## config.mk

```make
export PLATFORM = sky130hd
export DESIGN_NAME = generational_sorted_handle_table
export DESIGN_NICKNAME = d
export VERILOG_FILES = /design/src/sv/gsht_pkg.sv /design/src/sv/gsht_ram.sv /design/src/sv/generational_sorted_handle_table.sv
export SDC_FILE = /design/constraint.sdc
export NUM_CORES = 2
export LEC_CHECK = 0
export ABC_AREA = 1
export BUFFER_PORTS_ARGS = -buffer_cell sky130_fd_sc_hd__buf_2
export CAP_MARGIN = 20
export CORE_MARGIN = 2
export CORE_UTILIZATION = 25
export CTS_CLUSTER_DIAMETER = 150
export DETAILED_ROUTE_END_ITERATION = 6
export GPL_TIMING_DRIVEN = 0
export HOLD_SLACK_MARGIN = 0.1
export PLACE_DENSITY = 0.44
export SLEW_MARGIN = 10
export SYNTH_ARGS = -nofsm -noshare
export SYNTH_HDL_FRONTEND = slang
export SYNTH_MEMORY_MAX_BITS = 65536
export SYNTH_SLANG_ARGS = --single-unit
```

## constraint.sdc

```tcl
create_clock -name i_clk -period 9.4 [get_ports i_clk]
set_clock_uncertainty 0.15 [all_clocks]
set_input_delay 1.41 -clock i_clk [delete_from_list [all_inputs] [get_ports i_clk]]
set_output_delay 1.41 -clock i_clk [all_outputs]
set_load 0.01 [all_outputs]
```

## src/sv/gsht_pkg.sv

```systemverilog
package gsht_pkg;

    localparam logic [2:0] REQ_REGISTER = 3'd0;
    localparam logic [2:0] REQ_REPLACE  = 3'd1;
    localparam logic [2:0] REQ_REMOVE   = 3'd2;
    localparam logic [2:0] REQ_FIND     = 3'd3;
    localparam logic [2:0] REQ_QUERY    = 3'd4;
    localparam logic [2:0] REQ_SHUTDOWN = 3'd5;

    localparam logic [3:0] ST_OK            = 4'd0;
    localparam logic [3:0] ST_SHUTDOWN      = 4'd1;
    localparam logic [3:0] ST_INVALID       = 4'd2;
    localparam logic [3:0] ST_DUPLICATE     = 4'd3;
    localparam logic [3:0] ST_CAPACITY      = 4'd4;
    localparam logic [3:0] ST_UNKNOWN       = 4'd5;
    localparam logic [3:0] ST_STALE         = 4'd6;
    localparam logic [3:0] ST_REV_EXHAUSTED = 4'd7;
    localparam logic [3:0] ST_GEN_EXHAUSTED = 4'd8;

    localparam logic CFG_MAX_ENTRIES     = 1'b0;
    localparam logic CFG_MAX_QUERY_LIMIT = 1'b1;

    localparam int REC_W = 66;

    typedef enum logic [3:0] {
        S_IDLE,
        S_RD,
        S_CMP,
        S_EVAL,
        S_SH_RD,
        S_SH_WR,
        S_WRNEW,
        S_FIN,
        S_QEND
    } t_state;

    typedef struct packed {
        logic [2:0]  req_type;
        logic [15:0] world;
        logic [15:0] owner_id;
        logic [15:0] generation;
        logic [15:0] new_generation;
        logic [1:0]  phase;
        logic [15:0] features;
        logic [1:0]  phase_filter;
        logic [6:0]  result_limit;
        logic        record_ok;
    } t_in;

    typedef struct packed {
        logic [3:0]  status;
        logic        record_present;
        logic [15:0] out_world;
        logic [15:0] out_owner;
        logic [15:0] out_generation;
        logic [1:0]  out_phase;
        logic [15:0] out_features;
        logic [63:0] revision;
        logic        has_more;
        logic        last;
    } t_out;

    typedef struct packed {
        logic                we;
        logic [REC_W-1:0]    wdata;
    } t_wr;

endpackage

```

## src/sv/gsht_ram.sv

```systemverilog
module gsht_ram #(
    parameter int DEPTH = 64,
    parameter int AW    = 6
) (
    input  logic                         i_clk,
    input  logic [AW-1:0]                i_rd_addr,
    output logic [gsht_pkg::REC_W-1:0]   o_rd_data,
    input  logic [AW-1:0]                i_wr_addr,
    input  gsht_pkg::t_wr                i_wr
);

    logic [gsht_pkg::REC_W-1:0] r_mem [DEPTH];
    logic [gsht_pkg::REC_W-1:0] r_rd_data;

    always_ff @(posedge i_clk) begin
        if (i_wr.we) begin
            r_mem[i_wr_addr] <= i_wr.wdata;
        end
        r_rd_data <= r_mem[i_rd_addr];
    end

    assign o_rd_data = r_rd_data;

endmodule

```

## src/sv/generational_sorted_handle_table.sv

```systemverilog
// Sorted table of owner records held in one single-port-read, single-port-write
// RAM. One request is handled at a time: in_ready is high only while the
// sequencer is idle and the output register is free. Rejections found from
// the request alone are answered on acceptance. Lookups walk the sorted table
// from entry 0, one registered RAM read per entry, up to the key position;
// register then shifts the tail up and remove shifts it down, a read and a
// write per moved entry. Query scans stored entries until the table ends or
// a match past the limit appears, held by output stalls; one beat per match
// returned (one empty beat if none). No clearing pass is needed after reset.
module generational_sorted_handle_table #(
    parameter int ENTRIES   = 64,
    parameter int QUERY_MAX = 64
) (
    input  logic             i_clk,
    input  logic             i_rst_n,
    input  logic             i_cfg_we,
    input  logic             i_cfg_addr,
    input  logic [6:0]       i_cfg_data,
    input  logic             i_in_valid,
    output logic             o_in_ready,
    input  gsht_pkg::t_in    i_in_data,
    output logic             o_out_valid,
    input  logic             i_out_ready,
    output gsht_pkg::t_out   o_out_data
);

    localparam int AW = $clog2(ENTRIES);
    localparam int CW = $clog2(ENTRIES + 1);

    gsht_pkg::t_state r_state, n_state;
    gsht_pkg::t_in    r_req,   n_req;
    gsht_pkg::t_out   r_out,   n_out;
    logic             r_ov,    n_ov;
    logic [CW-1:0]    r_count, n_count;
    logic [CW-1:0]    r_idx,   n_idx;
    logic [CW-1:0]    r_p,     n_p;
    logic [63:0]      r_rev,   n_rev;
    logic             r_shut,  n_shut;
    logic             r_hit,   n_hit;
    logic             r_gok,   n_gok;
    logic             r_have,  n_have;
    logic [6:0]       r_n,     n_n;
    logic [gsht_pkg::REC_W-1:0] r_rec, n_rec;
    logic [6:0]       r_max_e, r_max_q;

    logic [AW-1:0]    rd_addr, wr_addr;
    logic [gsht_pkg::REC_W-1:0] rd_data;
    gsht_pkg::t_wr    wr;

    logic             can_emit;
    logic             accept;
    logic             imm_fire;
    logic [3:0]       imm_status;
    logic             imm_shut;
    logic [31:0]      rd_ow;
    logic [31:0]      req_ow;
    logic             search_stop;
    logic             scan_end;
    logic             q_match;
    logic             rev_max;
    logic             full;
    logic             ev_emit;
    logic [3:0]       ev_status;
    logic             ev_rec;

    logic             e_fire;
    logic [3:0]       e_status;
    logic             e_present;
    logic [gsht_pkg::REC_W-1:0] e_rec;
    logic [63:0]      e_rev;
    logic             e_more;
    logic             e_last;

    gsht_ram #(.DEPTH(ENTRIES), .AW(AW)) u_ram (
        .i_clk     (i_clk),
        .i_rd_addr (rd_addr),
        .o_rd_data (rd_data),
        .i_wr_addr (wr_addr),
        .i_wr      (wr)
    );

    assign can_emit   = !r_ov || i_out_ready;
    assign o_in_ready = (r_state == gsht_pkg::S_IDLE) && can_emit;
    assign accept     = i_in_valid && o_in_ready;
    assign o_out_valid = r_ov;
    assign o_out_data  = r_out;

    assign rd_ow       = rd_data[65:34];
    assign req_ow      = {r_req.world, r_req.owner_id};
    assign search_stop = rd_ow >= req_ow;
    assign scan_end    = (r_idx + CW'(1)) == r_count;
    assign rev_max     = &r_rev;
    assign full        = (32'(r_count) >= 32'(r_max_e)) || (32'(r_count) >= 32'(ENTRIES));
    assign q_match     = (rd_data[65:50] == r_req.world)
                      && ((r_req.phase_filter == 2'd0)
                          || (rd_data[17:16] == r_req.phase_filter - 2'd1))
                      && ((rd_data[15:0] & r_req.features) == r_req.features);

    // checks decided from the request beat alone
    always_comb begin
        imm_fire   = 1'b1;
        imm_status = gsht_pkg::ST_OK;
        imm_shut   = 1'b0;
        if (i_in_data.req_type > gsht_pkg::REQ_SHUTDOWN) begin
            imm_status = gsht_pkg::ST_INVALID;
        end else if (i_in_data.req_type == gsht_pkg::REQ_SHUTDOWN) begin
            imm_shut = 1'b1;
        end else if (r_shut) begin
            imm_status = gsht_pkg::ST_SHUTDOWN;
        end else begin
            unique case (i_in_data.req_type)
                gsht_pkg::REQ_REGISTER: begin
                    imm_status = gsht_pkg::ST_INVALID;
                    imm_fire = !i_in_data.record_ok || (i_in_data.phase == 2'd3)
                            || (i_in_data.world == '0) || (i_in_data.owner_id == '0)
                            || (i_in_data.generation == '0);
                end
                gsht_pkg::REQ_REPLACE: begin
                    imm_status = gsht_pkg::ST_INVALID;
                    imm_fire = !i_in_data.record_ok || (i_in_data.phase == 2'd3)
                            || (i_in_data.world == '0) || (i_in_data.owner_id == '0)
                            || (i_in_data.new_generation == '0)
                            || (i_in_data.generation == '0);
                end
                gsht_pkg::REQ_QUERY: begin
                    if (i_in_data.world == '0) begin
                        imm_status = gsht_pkg::ST_INVALID;
                    end else if ((i_in_data.result_limit == '0)
                            || (i_in_data.result_limit > r_max_q)
                            || (i_in_data.result_limit > 7'(QUERY_MAX))) begin
                        imm_status = gsht_pkg::ST_CAPACITY;
                    end else begin
                        imm_fire = 1'b0;
                    end
                end
                default: begin
                    imm_status = gsht_pkg::ST_INVALID;
                    imm_fire = (i_in_data.world == '0) || (i_in_data.owner_id == '0)
                            || (i_in_data.generation == '0);
                end
            endcase
        end
    end

    // outcome once the key position is known
    always_comb begin
        ev_emit   = 1'b0;
        ev_status = gsht_pkg::ST_OK;
        ev_rec    = 1'b0;
        unique case (r_req.req_type)
            gsht_pkg::REQ_REGISTER: begin
                ev_emit = 1'b1;
                if (r_hit) begin
                    ev_status = gsht_pkg::ST_DUPLICATE;
                end else if (full) begin
                    ev_status = gsht_pkg::ST_CAPACITY;
                end else if (rev_max) begin
                    ev_status = gsht_pkg::ST_REV_EXHAUSTED;
                end else begin
                    ev_emit = 1'b0;
                end
            end
            gsht_pkg::REQ_REPLACE: begin
                ev_emit = 1'b1;
                if (!r_hit) begin
                    ev_status = gsht_pkg::ST_UNKNOWN;
                end else if (!r_gok) begin
                    ev_status = gsht_pkg::ST_STALE;
                end else if (&r_req.generation) begin
                    ev_status = gsht_pkg::ST_GEN_EXHAUSTED;
                end else if (r_req.new_generation != r_req.generation + 16'd1) begin
                    ev_status = gsht_pkg::ST_STALE;
                end else if (rev_max) begin
                    ev_status = gsht_pkg::ST_REV_EXHAUSTED;
                end else begin
                    ev_emit = 1'b0;
                end
            end
            gsht_pkg::REQ_REMOVE: begin
                ev_emit = 1'b1;
                if (!r_hit) begin
                    ev_status = gsht_pkg::ST_UNKNOWN;
                end else if (!r_gok) begin
                    ev_status = gsht_pkg::ST_STALE;
                end else if (rev_max) begin
                    ev_status = gsht_pkg::ST_REV_EXHAUSTED;
                end else begin
                    ev_emit = 1'b0;
                end
            end
            default: begin
                ev_emit = 1'b1;
                if (!r_hit) begin
                    ev_status = gsht_pkg::ST_UNKNOWN;
                end else if (!r_gok) begin
                    ev_status = gsht_pkg::ST_STALE;
                end else begin
                    ev_rec = 1'b1;
                end
            end
        endcase
    end

    // next state
    always_comb begin
        n_state = r_state;
        unique case (r_state)
            gsht_pkg::S_IDLE: begin
                if (accept && !imm_fire) begin
                    if (r_count != '0) begin
                        n_state = gsht_pkg::S_RD;
                    end else if (i_in_data.req_type == gsht_pkg::REQ_QUERY) begin
                        n_state = gsht_pkg::S_QEND;
                    end else begin
                        n_state = gsht_pkg::S_EVAL;
                    end
                end
            end
            gsht_pkg::S_RD: n_state = gsht_pkg::S_CMP;
            gsht_pkg::S_CMP: begin
                if (r_req.req_type == gsht_pkg::REQ_QUERY) begin
                    if (can_emit) begin
                        if (q_match && r_have && (r_n == r_req.result_limit)) begin
                            n_state = gsht_pkg::S_IDLE;
                        end else if (scan_end) begin
                            n_state = gsht_pkg::S_QEND;
                        end else begin
                            n_state = gsht_pkg::S_RD;
                        end
                    end
                end else if (search_stop || scan_end) begin
                    n_state = gsht_pkg::S_EVAL;
                end else begin
                    n_state = gsht_pkg::S_RD;
                end
            end
            gsht_pkg::S_EVAL: begin
                if (ev_emit) begin
                    if (can_emit) begin
                        n_state = gsht_pkg::S_IDLE;
                    end
                end else if (r_req.req_type == gsht_pkg::REQ_REGISTER) begin
                    n_state = (r_count > r_p) ? gsht_pkg::S_SH_RD : gsht_pkg::S_WRNEW;
                end else if (r_req.req_type == gsht_pkg::REQ_REPLACE) begin
                    n_state = gsht_pkg::S_WRNEW;
                end else begin
                    n_state = (r_p + CW'(1) < r_count) ? gsht_pkg::S_SH_RD : gsht_pkg::S_FIN;
                end
            end
            gsht_pkg::S_SH_RD: n_state = gsht_pkg::S_SH_WR;
            gsht_pkg::S_SH_WR: begin
                if (r_req.req_type == gsht_pkg::REQ_REGISTER) begin
                    n_state = (r_idx == r_p) ? gsht_pkg::S_WRNEW : gsht_pkg::S_SH_RD;
                end else begin
                    n_state = scan_end ? gsht_pkg::S_FIN : gsht_pkg::S_SH_RD;
                end
            end
            gsht_pkg::S_WRNEW: n_state = gsht_pkg::S_FIN;
            gsht_pkg::S_FIN, gsht_pkg::S_QEND: begin
                if (can_emit) begin
                    n_state = gsht_pkg::S_IDLE;
                end
            end
            default: n_state = gsht_pkg::S_IDLE;
        endcase
    end

    // datapath and result beats
    always_comb begin
        n_req   = r_req;
        n_count = r_count;
        n_idx   = r_idx;
        n_p     = r_p;
        n_rev   = r_rev;
        n_shut  = r_shut;
        n_hit   = r_hit;
        n_gok   = r_gok;
        n_have  = r_have;
        n_n     = r_n;
        n_rec   = r_rec;
        rd_addr = r_idx[AW-1:0];
        wr_addr = r_p[AW-1:0];
        wr.we    = 1'b0;
        wr.wdata = rd_data;
        e_fire    = 1'b0;
        e_status  = gsht_pkg::ST_OK;
        e_present = 1'b0;
        e_rec     = r_rec;
        e_rev     = r_rev;
        e_more    = 1'b0;
        e_last    = 1'b1;
        unique case (r_state)
            gsht_pkg::S_IDLE: begin
                if (accept) begin
                    n_req  = i_in_data;
                    n_idx  = '0;
                    n_p    = '0;
                    n_hit  = 1'b0;
                    n_gok  = 1'b0;
                    n_have = 1'b0;
                    n_n    = '0;
                    if (imm_fire) begin
                        e_fire   = 1'b1;
                        e_status = imm_status;
                        n_shut   = r_shut | imm_shut;
                    end
                end
            end
            gsht_pkg::S_CMP: begin
                if (r_req.req_type == gsht_pkg::REQ_QUERY) begin
                    if (can_emit) begin
                        n_idx = r_idx + CW'(1);
                        if (q_match) begin
                            if (r_have) begin
                                e_fire    = 1'b1;
                                e_present = 1'b1;
                                if (r_n == r_req.result_limit) begin
                                    e_more = 1'b1;
                                end else begin
                                    e_last = 1'b0;
                                    n_rec  = rd_data;
                                    n_n    = r_n + 7'd1;
                                end
                            end else begin
                                n_rec  = rd_data;
                                n_have = 1'b1;
                                n_n    = 7'd1;
                            end
                        end
                    end
                end else if (search_stop) begin
                    n_p   = r_idx;
                    n_hit = rd_ow == req_ow;
                    n_gok = rd_data[33:18] == r_req.generation;
                    n_rec = rd_data;
                end else begin
                    n_idx = r_idx + CW'(1);
                    n_p   = r_count;
                end
            end
            gsht_pkg::S_EVAL: begin
                if (ev_emit) begin
                    e_fire    = can_emit;
                    e_status  = ev_status;
                    e_present = ev_rec;
                end else if (r_req.req_type == gsht_pkg::REQ_REGISTER) begin
                    n_idx = r_count - CW'(1);
                end else begin
                    n_idx = r_p + CW'(1);
                end
            end
            gsht_pkg::S_SH_WR: begin
                wr.we = 1'b1;
                if (r_req.req_type == gsht_pkg::REQ_REGISTER) begin
                    wr_addr = r_idx[AW-1:0] + AW'(1);
                    n_idx   = r_idx - CW'(1);
                end else begin
                    wr_addr = r_idx[AW-1:0] - AW'(1);
                    n_idx   = r_idx + CW'(1);
                end
            end
            gsht_pkg::S_WRNEW: begin
                wr.we    = 1'b1;
                wr.wdata = {r_req.world, r_req.owner_id,
                            (r_req.req_type == gsht_pkg::REQ_REPLACE)
                                ? r_req.new_generation : r_req.generation,
                            r_req.phase, r_req.features};
            end
            gsht_pkg::S_FIN: begin
                if (can_emit) begin
                    e_fire = 1'b1;
                    n_rev  = r_rev + 64'd1;
                    e_rev  = r_rev + 64'd1;
                    if (r_req.req_type == gsht_pkg::REQ_REGISTER) begin
                        n_count = r_count + CW'(1);
                    end else if (r_req.req_type == gsht_pkg::REQ_REMOVE) begin
                        n_count = r_count - CW'(1);
                    end
                end
            end
            gsht_pkg::S_QEND: begin
                e_fire    = can_emit;
                e_present = r_have;
            end
            default: begin
            end
        endcase

        n_ov  = e_fire || (r_ov && !i_out_ready);
        n_out = r_out;
        if (e_fire) begin
            n_out.status         = e_status;
            n_out.record_present = e_present;
            n_out.out_world      = e_present ? e_rec[65:50] : '0;
            n_out.out_owner      = e_present ? e_rec[49:34] : '0;
            n_out.out_generation = e_present ? e_rec[33:18] : '0;
            n_out.out_phase      = e_present ? e_rec[17:16] : '0;
            n_out.out_features   = e_present ? e_rec[15:0]  : '0;
            n_out.revision       = e_rev;
            n_out.has_more       = e_more;
            n_out.last           = e_last;
        end
    end

    always_ff @(posedge i_clk) begin
        if (!i_rst_n) begin
            r_state <= gsht_pkg::S_IDLE;
            r_ov    <= 1'b0;
            r_count <= '0;
            r_rev   <= 64'd1;
            r_shut  <= 1'b0;
            r_max_e <= 7'd64;
            r_max_q <= 7'd64;
        end else begin
            r_state <= n_state;
            r_ov    <= n_ov;
            r_count <= n_count;
            r_rev   <= n_rev;
            r_shut  <= n_shut;
            if (i_cfg_we) begin
                if (i_cfg_addr == gsht_pkg::CFG_MAX_ENTRIES) begin
                    r_max_e <= i_cfg_data;
                end else begin
                    r_max_q <= i_cfg_data;
                end
            end
        end
    end

    always_ff @(posedge i_clk) begin
        r_req  <= n_req;
        r_out  <= n_out;
        r_idx  <= n_idx;
        r_p    <= n_p;
        r_hit  <= n_hit;
        r_gok  <= n_gok;
        r_have <= n_have;
        r_n    <= n_n;
        r_rec  <= n_rec;
    end

    a_count_bound: assert property (@(posedge i_clk) disable iff (!i_rst_n)
        32'(r_count) <= 32'(ENTRIES))
        else $error("entry count beyond table depth");

    a_rev_monotonic: assert property (@(posedge i_clk) disable iff (!i_rst_n)
        $past(i_rst_n) |-> (r_rev >= $past(r_rev)))
        else $error("revision went backwards");

    a_write_in_range: assert property (@(posedge i_clk) disable iff (!i_rst_n)
        wr.we |-> (32'(wr_addr) <= 32'(r_count)))
        else $error("ram write beyond the filled region");

    a_no_accept_busy: assert property (@(posedge i_clk) disable iff (!i_rst_n)
        (r_state != gsht_pkg::S_IDLE) |-> !o_in_ready)
        else $error("input taken while a request is in flight");

endmodule

```

# ---- Yosys cells after proc, flatten, opt, wreduce, memory -nomap -nowiden
# Memory sizes are Yosys's and may differ from the RTL's. A register that Yosys moved wholly into a read port is not among the register bits.
# Cells that the tools add are included.
dict set report totals {
  register_bits 412
  ramBits 4224
  out_inout_bits 139
  word_cells 271
  mem_count 1
}
dict set report classes {
  add_sub_neg 11
  magnitude_cmp 8
  n_eq_ne 38
  n_mux 118
  bitwise_logic 3
  reduce_logical 59
}
# name words width rd rd_clocked_by_memory_dff wr line
set mem_list {}
lappend mem_list {u_ram.r_mem 64 66 1 1 1 gsht_ram.sv:12} ;# logic [gsht_pkg::REC_W-1:0] r_mem [DEPTH];
# cell n
set op_table {}
lappend op_table {{$mux 66} 7}
lappend op_table {{$mux 64} 2}
lappend op_table {{$mux 7} 16}
lappend op_table {{$mux 4} 17}
lappend op_table {{$add 64x1->64 const B} 1}
lappend op_table {{$logic_not 16->1} 4}
lappend op_table {{$reduce_and 64->1} 1}
lappend op_table {{$eq 16x16->1} 3}
lappend op_table {{$mux 1} 40}
lappend op_table {{$mux 3} 12}
lappend op_table {{$eq 32x32->1} 1}
lappend op_table {{$ge 32x32->1} 1}
lappend op_table {{$pmux 4 s8} 1}
lappend op_table {{$add 7x1->7 const B} 4}
lappend op_table {{$pmux 7 s2} 2}
lappend op_table {{$pmux 7 s4} 1}
lappend op_table {{$eq 7x7->1} 3}
lappend op_table {{$reduce_and 5->1} 4}
lappend op_table {{$ne 2x2->1 const B} 9}
lappend op_table {{$add 16x1->16 const B} 1}
lappend op_table {{$and 16x16->16} 1}
lappend op_table {{$eq 4x3->1 const B} 4}
lappend op_table {{$mux 16} 1}
lappend op_table {{$mux 2} 8}
lappend op_table {{46 further kinds} 93}

# ---- Longest topological paths before layout
dict set report logic_depth {
  depth_word 14
  ltp_mapped 21
  ltp_nobuf 21
}

# ---- Modules after synthesis
# From an unflattened synthesis, not the netlist that was laid out.
dict set report hier_totals {
  cells_unflattened 16033
  area_unflattened_um2 191233.4
}
# mod instances cells_per_inst area_each_um2 seq_area_each_um2
set by_module_without_submodules {}
lappend by_module_without_submodules {gsht_ram 1 13839 170866.4 128162.9}
lappend by_module_without_submodules {generational_sorted_handle_table 1 2194 20367.0 11461.0}

# ---- Least setup slack after synthesis
# OpenSTA, ideal clock, no wires.
dict set report synth_path {
  kind {in2reg}
  startpoint {in i_out_ready}
  endpoint {reg r_out (netlist bit o_out_data[0]), enable pin}
  setup_ns 1.517
  arrival_time_ns 6.591
  setup_slack_ns 1.142
  cell_stages 6
  cell_sequence {nor2_1 -> nor2_1 -> nand2_1 -> inv_1 -> nand3_1 -> nand3_1}
}
dict set report synth_between {
  elab_chain_cells 5
  elab_cells_between_ends 9
}
# element line
set synth_lines {}
lappend synth_lines {{from (decl)} generational_sorted_handle_table.sv:23} ;# input logic i_out_ready,
lappend synth_lines {{$logic_or 1x1->1} generational_sorted_handle_table.sv:82} ;# assign can_emit = !r_ov || i_out_ready;
lappend synth_lines {{$logic_and 1x1->1} generational_sorted_handle_table.sv:83} ;# assign o_in_ready = (r_state == gsht_pkg::S_IDLE) && can_emit;
lappend synth_lines {{via o_in_ready} generational_sorted_handle_table.sv:20} ;# output logic o_in_ready,
lappend synth_lines {{$logic_and 1x1->1} generational_sorted_handle_table.sv:84} ;# assign accept = i_in_valid && o_in_ready;
lappend synth_lines {{$mux 1} generational_sorted_handle_table.sv:294} ;# if (accept) begin
lappend synth_lines {{$pmux 1 s5} generational_sorted_handle_table.sv:292} ;# unique case (r_state)
lappend synth_lines {{via e_fire} generational_sorted_handle_table.sv:66} ;# logic e_fire;
lappend synth_lines {{to (signal assigned)} generational_sorted_handle_table.sv:432} ;# r_out <= n_out;
lappend synth_lines {{to (decl)} generational_sorted_handle_table.sv:32} ;# gsht_pkg::t_out r_out, n_out;
# The timed path passes the listed nets, and every way through them passes these cells.
# A chain may end at the register's enable or synchronous reset.

# ---- Worst setup path in the final report
dict set report layout_path {
  startpoint {reg r_idx[1]}
  endpoint {mem u_ram.r_mem[23][48] (netlist bit), enable pin}
}
dict set report layout_between {
  elab_chain_cells 3
  elab_cells_between_ends 4
}
# element line
set layout_lines {}
lappend layout_lines {{from (decl)} generational_sorted_handle_table.sv:35} ;# logic [CW-1:0] r_idx, n_idx;
lappend layout_lines {{from (signal assigned)} generational_sorted_handle_table.sv:433} ;# r_idx <= n_idx;
lappend layout_lines {{$sub 6x1->6 or $add 6x1->6 (tied branches)} {generational_sorted_handle_table.sv:358, generational_sorted_handle_table.sv:355}}
lappend layout_lines {{$mux 6 (*)} generational_sorted_handle_table.sv:354} ;# if (r_req.req_type == gsht_pkg::REQ_REGISTER) begin
lappend layout_lines {{$mux 6 (*)} generational_sorted_handle_table.sv:292}
lappend layout_lines {{to (decl)} gsht_ram.sv:12}
# Every way passes the cells marked *; elsewhere a longest branch is shown, timed or not.

==> results.py <==
metrics = {
    "pwr": {
        "total_power_mw": 75.1,
        "p_per_area_nw_per_um2": 330,
        "p_leak_nw": 71.2,
        "peakVddDrop_mv": 0.218,
    },
    "final_layout": {
        "fillers": 72300,
        "syn_to_final_growth_pct": 24.5,
        "fin_nets": 14900,
        "final_common_cell": "edfxtp_1",
        "stdcell_count": 24900,
        "postLayoutCoreUtil_pct": 31.3,
        "drive_gt1_share_pct": 12.3,
        "layout_common_cells": "4,545 x edfxtp_1, 2,179 x nor3_1, 1,145 x o21ai_0, 1,082 x nor4_1, 952 x clkbuf_1",
        "design_area_um2": 227000,
    },
    "global_routing": {
        "grt_pass1_vias": 124000,
        "grt_pass1_wl_mm": 1170,
        "use_met1_pct": 30.2,
        "overflow": 0,
        "grt.total_usage_pct": 23.4,
        "busiest_layer": "met2",
        "grt_start_max_net_pins": 66,
        "gr-usage-met3_pct": 7.02,
        "antenna_found_initial": 136,
        "grtUsageMet2_pct": 35.4,
    },
    "synthesis": {
        "synth_cells": 13300,
        "synthMuxAreaShare_pct": 0,
        "yosysWarnings": 0,
        "synth.distinct_cells": 53,
        "yosys.area.top_type": "edfxtp_1",
        "synth-adder-area-share_pct": 0.511,
        "synth_nets": 13500,
        "synth_compound_area_share_pct": 5.66,
        "syn_area_um2": 183000,
        "synth_xor_xnor_area_share_pct": 0.464,
        "synth_top_cell_area_share_pct": 74.7,
        "ys_seq_area_share_pct": 76.4,
        "synth-seq-cells": 4702,
        "synthSimpleGateAreaFrac_pct": 14.1,
        "synth_top_family_by_area": "simple AND/OR/NAND/NOR gates",
        "netlist_top_cells_area": "edfxtp_1 75%, nor3_1 6.0%, nor4_1 3.7%, o21ai_0 3.3%, clkbuf_1 1.9%",
        "synth_area_per_cell_um2": 13.7,
    },
    "detailed_routing": {
        "wl_mm": 904,
        "wl_per_cell_um": 36.4,
        "vias_per_cell": 5.47,
        "first_iter_violations": 22200,
        "first_pass_iters": 7,
        "vias": 136000,
        "drc": 0,
        "ant_nets": 0,
    },
    "floorplanning": {
        "core_area_um2": 727000,
        "die_h_um": 859,
        "fp-row-count": 313,
        "fp.dieW_um": 859,
        "die_area_um2": 737000,
        "ios": 247,
        "initial_utilization_pct": 25.1,
    },
    "worst_setup_path": {
        "critPathCaptureType": "register",
        "critPathKind": "register to register",
        "crit_path_max_fanout": 15,
        "required_ns": 10.06,
        "cp_data_arrival_time_ns": 8.16,
        "start_kind": "register",
    },
    "status": {
        "outcome": "complete, no violations",
    },
    "timing": {
        "fmax_mhz": 133,
        "fin_crit_sh_pct": 79.8,
        "setup_viol": 0,
        "maxSlewViolCount": 0,
        "worst_pin_slew_ns": 1.38,
        "slew-limit-headroom_pct": 8.03,
        "finalHoldViolCount": 0,
        "period_minus_slack_ns": 7.51,
        "tns_ns": 0,
        "rsz0062_at_grt": "false",
        "timing.hold.ws_ns": 0.278,
        "final.setup.worst_slack_ns": 1.89,
    },
    "placed_design": {
        "pre_cts_ws_ns": 2.22,
        "dp_cells": 23700,
        "hpwl_mm": 668,
        "gp_congestion": 0.886,
        "portBuffers": 246,
        "place_area_um2": 210000,
    },
    "clocking": {
        "ctsResizeCount": 0,
        "cts_buffers": 529,
        "clk_pin_slew_ns": 0.06,
        "postCtsSetupBuffers": 0,
        "cts.sinks": 4702,
        "insertion_delay_ns": 1.12,
        "cts_hold_buffers": 0,
        "ctsLongestPathBuffers": 4,
        "cts_tree": "done",
        "cts_htree_levels": 6,
        "root_buffer": "clkbuf_16",
    },
    "worst_hold_path": {
        "hp-class": "register to register",
    },
    "job": {
        "cap_violations": 0,
    },
}
-- flip-flops by register name (all words and copies together) (netlist names), 64 cells and up --
| name | flops |
|---|---|
| o_out_data | 137 |
| e_rec | 66 |
| u_ram.o_rd_data | 66 |
| r_req | 94 |
| u_ram.r_mem | 4224 |
| r_rev | 64 |
-- logic make-up (layout without fill, tap and decap cells) --
family                   count (synthesis)  in the layout
XOR/XNOR                                96             96
other                                    0            166
adder cells (fa/ha/maj)                 74             74
buffers and inverters                 1388           3177
AO/OA/AOI/OAI                         1905           1905
AND/OR/NAND/NOR                       5131           5131
flip-flops                            4702           4702
-- final timing paths --
check,slack (ns),cells after the start,startpoint,to
setup / recovery,1.89,15,r_idx[1],u_ram.r_mem[23][48]
hold / removal,0.28,0,u_ram.o_rd_data[28],e_rec[28]
setup reg to reg,1.89,15,r_idx[1],u_ram.r_mem[23][48]
hold reg to reg,0.28,0,u_ram.o_rd_data[28],e_rec[28]
-- final cells by class --
type                    count  area, µm²  share of cell area (%)
flip-flops and latches   4702     140000                    61.4
plain buffers             975       3890                    1.71
well taps                9607      12000                    5.29
multi-input cells        7206      39100                    17.2
diodes                    166        415                   0.183
inverters                 413       1560                   0.685
repair buffers            843      14100                    6.22
clock inverters           244       2180                   0.960
clock buffers             702      14400                    6.34
-- worst max-delay path: stages (launching register included) --
cell	delay [ns]
edfxtp_1	0.41
clkbuf_1	0.83
clkinv_1	0.35
clkbuf_1	0.30
clkbuf_4	0.54
clkbuf_2	0.64
fa_1	0.62
o21ai_0	0.63
inv_1	0.17
nor2_1	0.20
nand2_1	0.53
nor2_4	0.71
buf_12	0.27
buf_12	0.22
buf_12	0.23
buf_16	0.19
-- power by group --
| part | internal [mW] | switching (mW) | leakage (nW) |
|---|---|---|---|
| clock network | 11.6 | 8.92 | 8.09 |
| registers | 26.3 | 0.536 | 42.4 |
| logic | 5.97 | 21.8 | 20.7 |
| total | 43.8 | 31.3 | 71.2 |
-- Yosys cell counts, drive strengths merged --
cell type and count:
a211oi 2, a21boi 1, a21oi 106, a221oi 4, a22oi 1, a311oi 1, a31oi 6, and2 14
and3 1, buf 43, clkbuf 932, clkinv 3, dfxtp 157, edfxtp 4545, fa 1, ha 73
inv 410, nand2 455, nand3 474, nand3b 3, nand4 43, nor2 854, nor3 2186, nor3b 2
nor4 1086, o2111ai 1, o211ai 8, o21a 4, o21ai 1208, o21bai 2, o221ai 8, o22ai 547
o31ai 1, o41ai 5, or2 12, or4 1, xnor2 24, xor2 72
-- metal layers --
layer	vias up	wire, µm
met1	69900	347000
met5	-	655
li1	54500	-
met2	9655	400000
met4	48	48200
met3	1847	108000
Note: power is estimated with default switching activity, not from simulation.
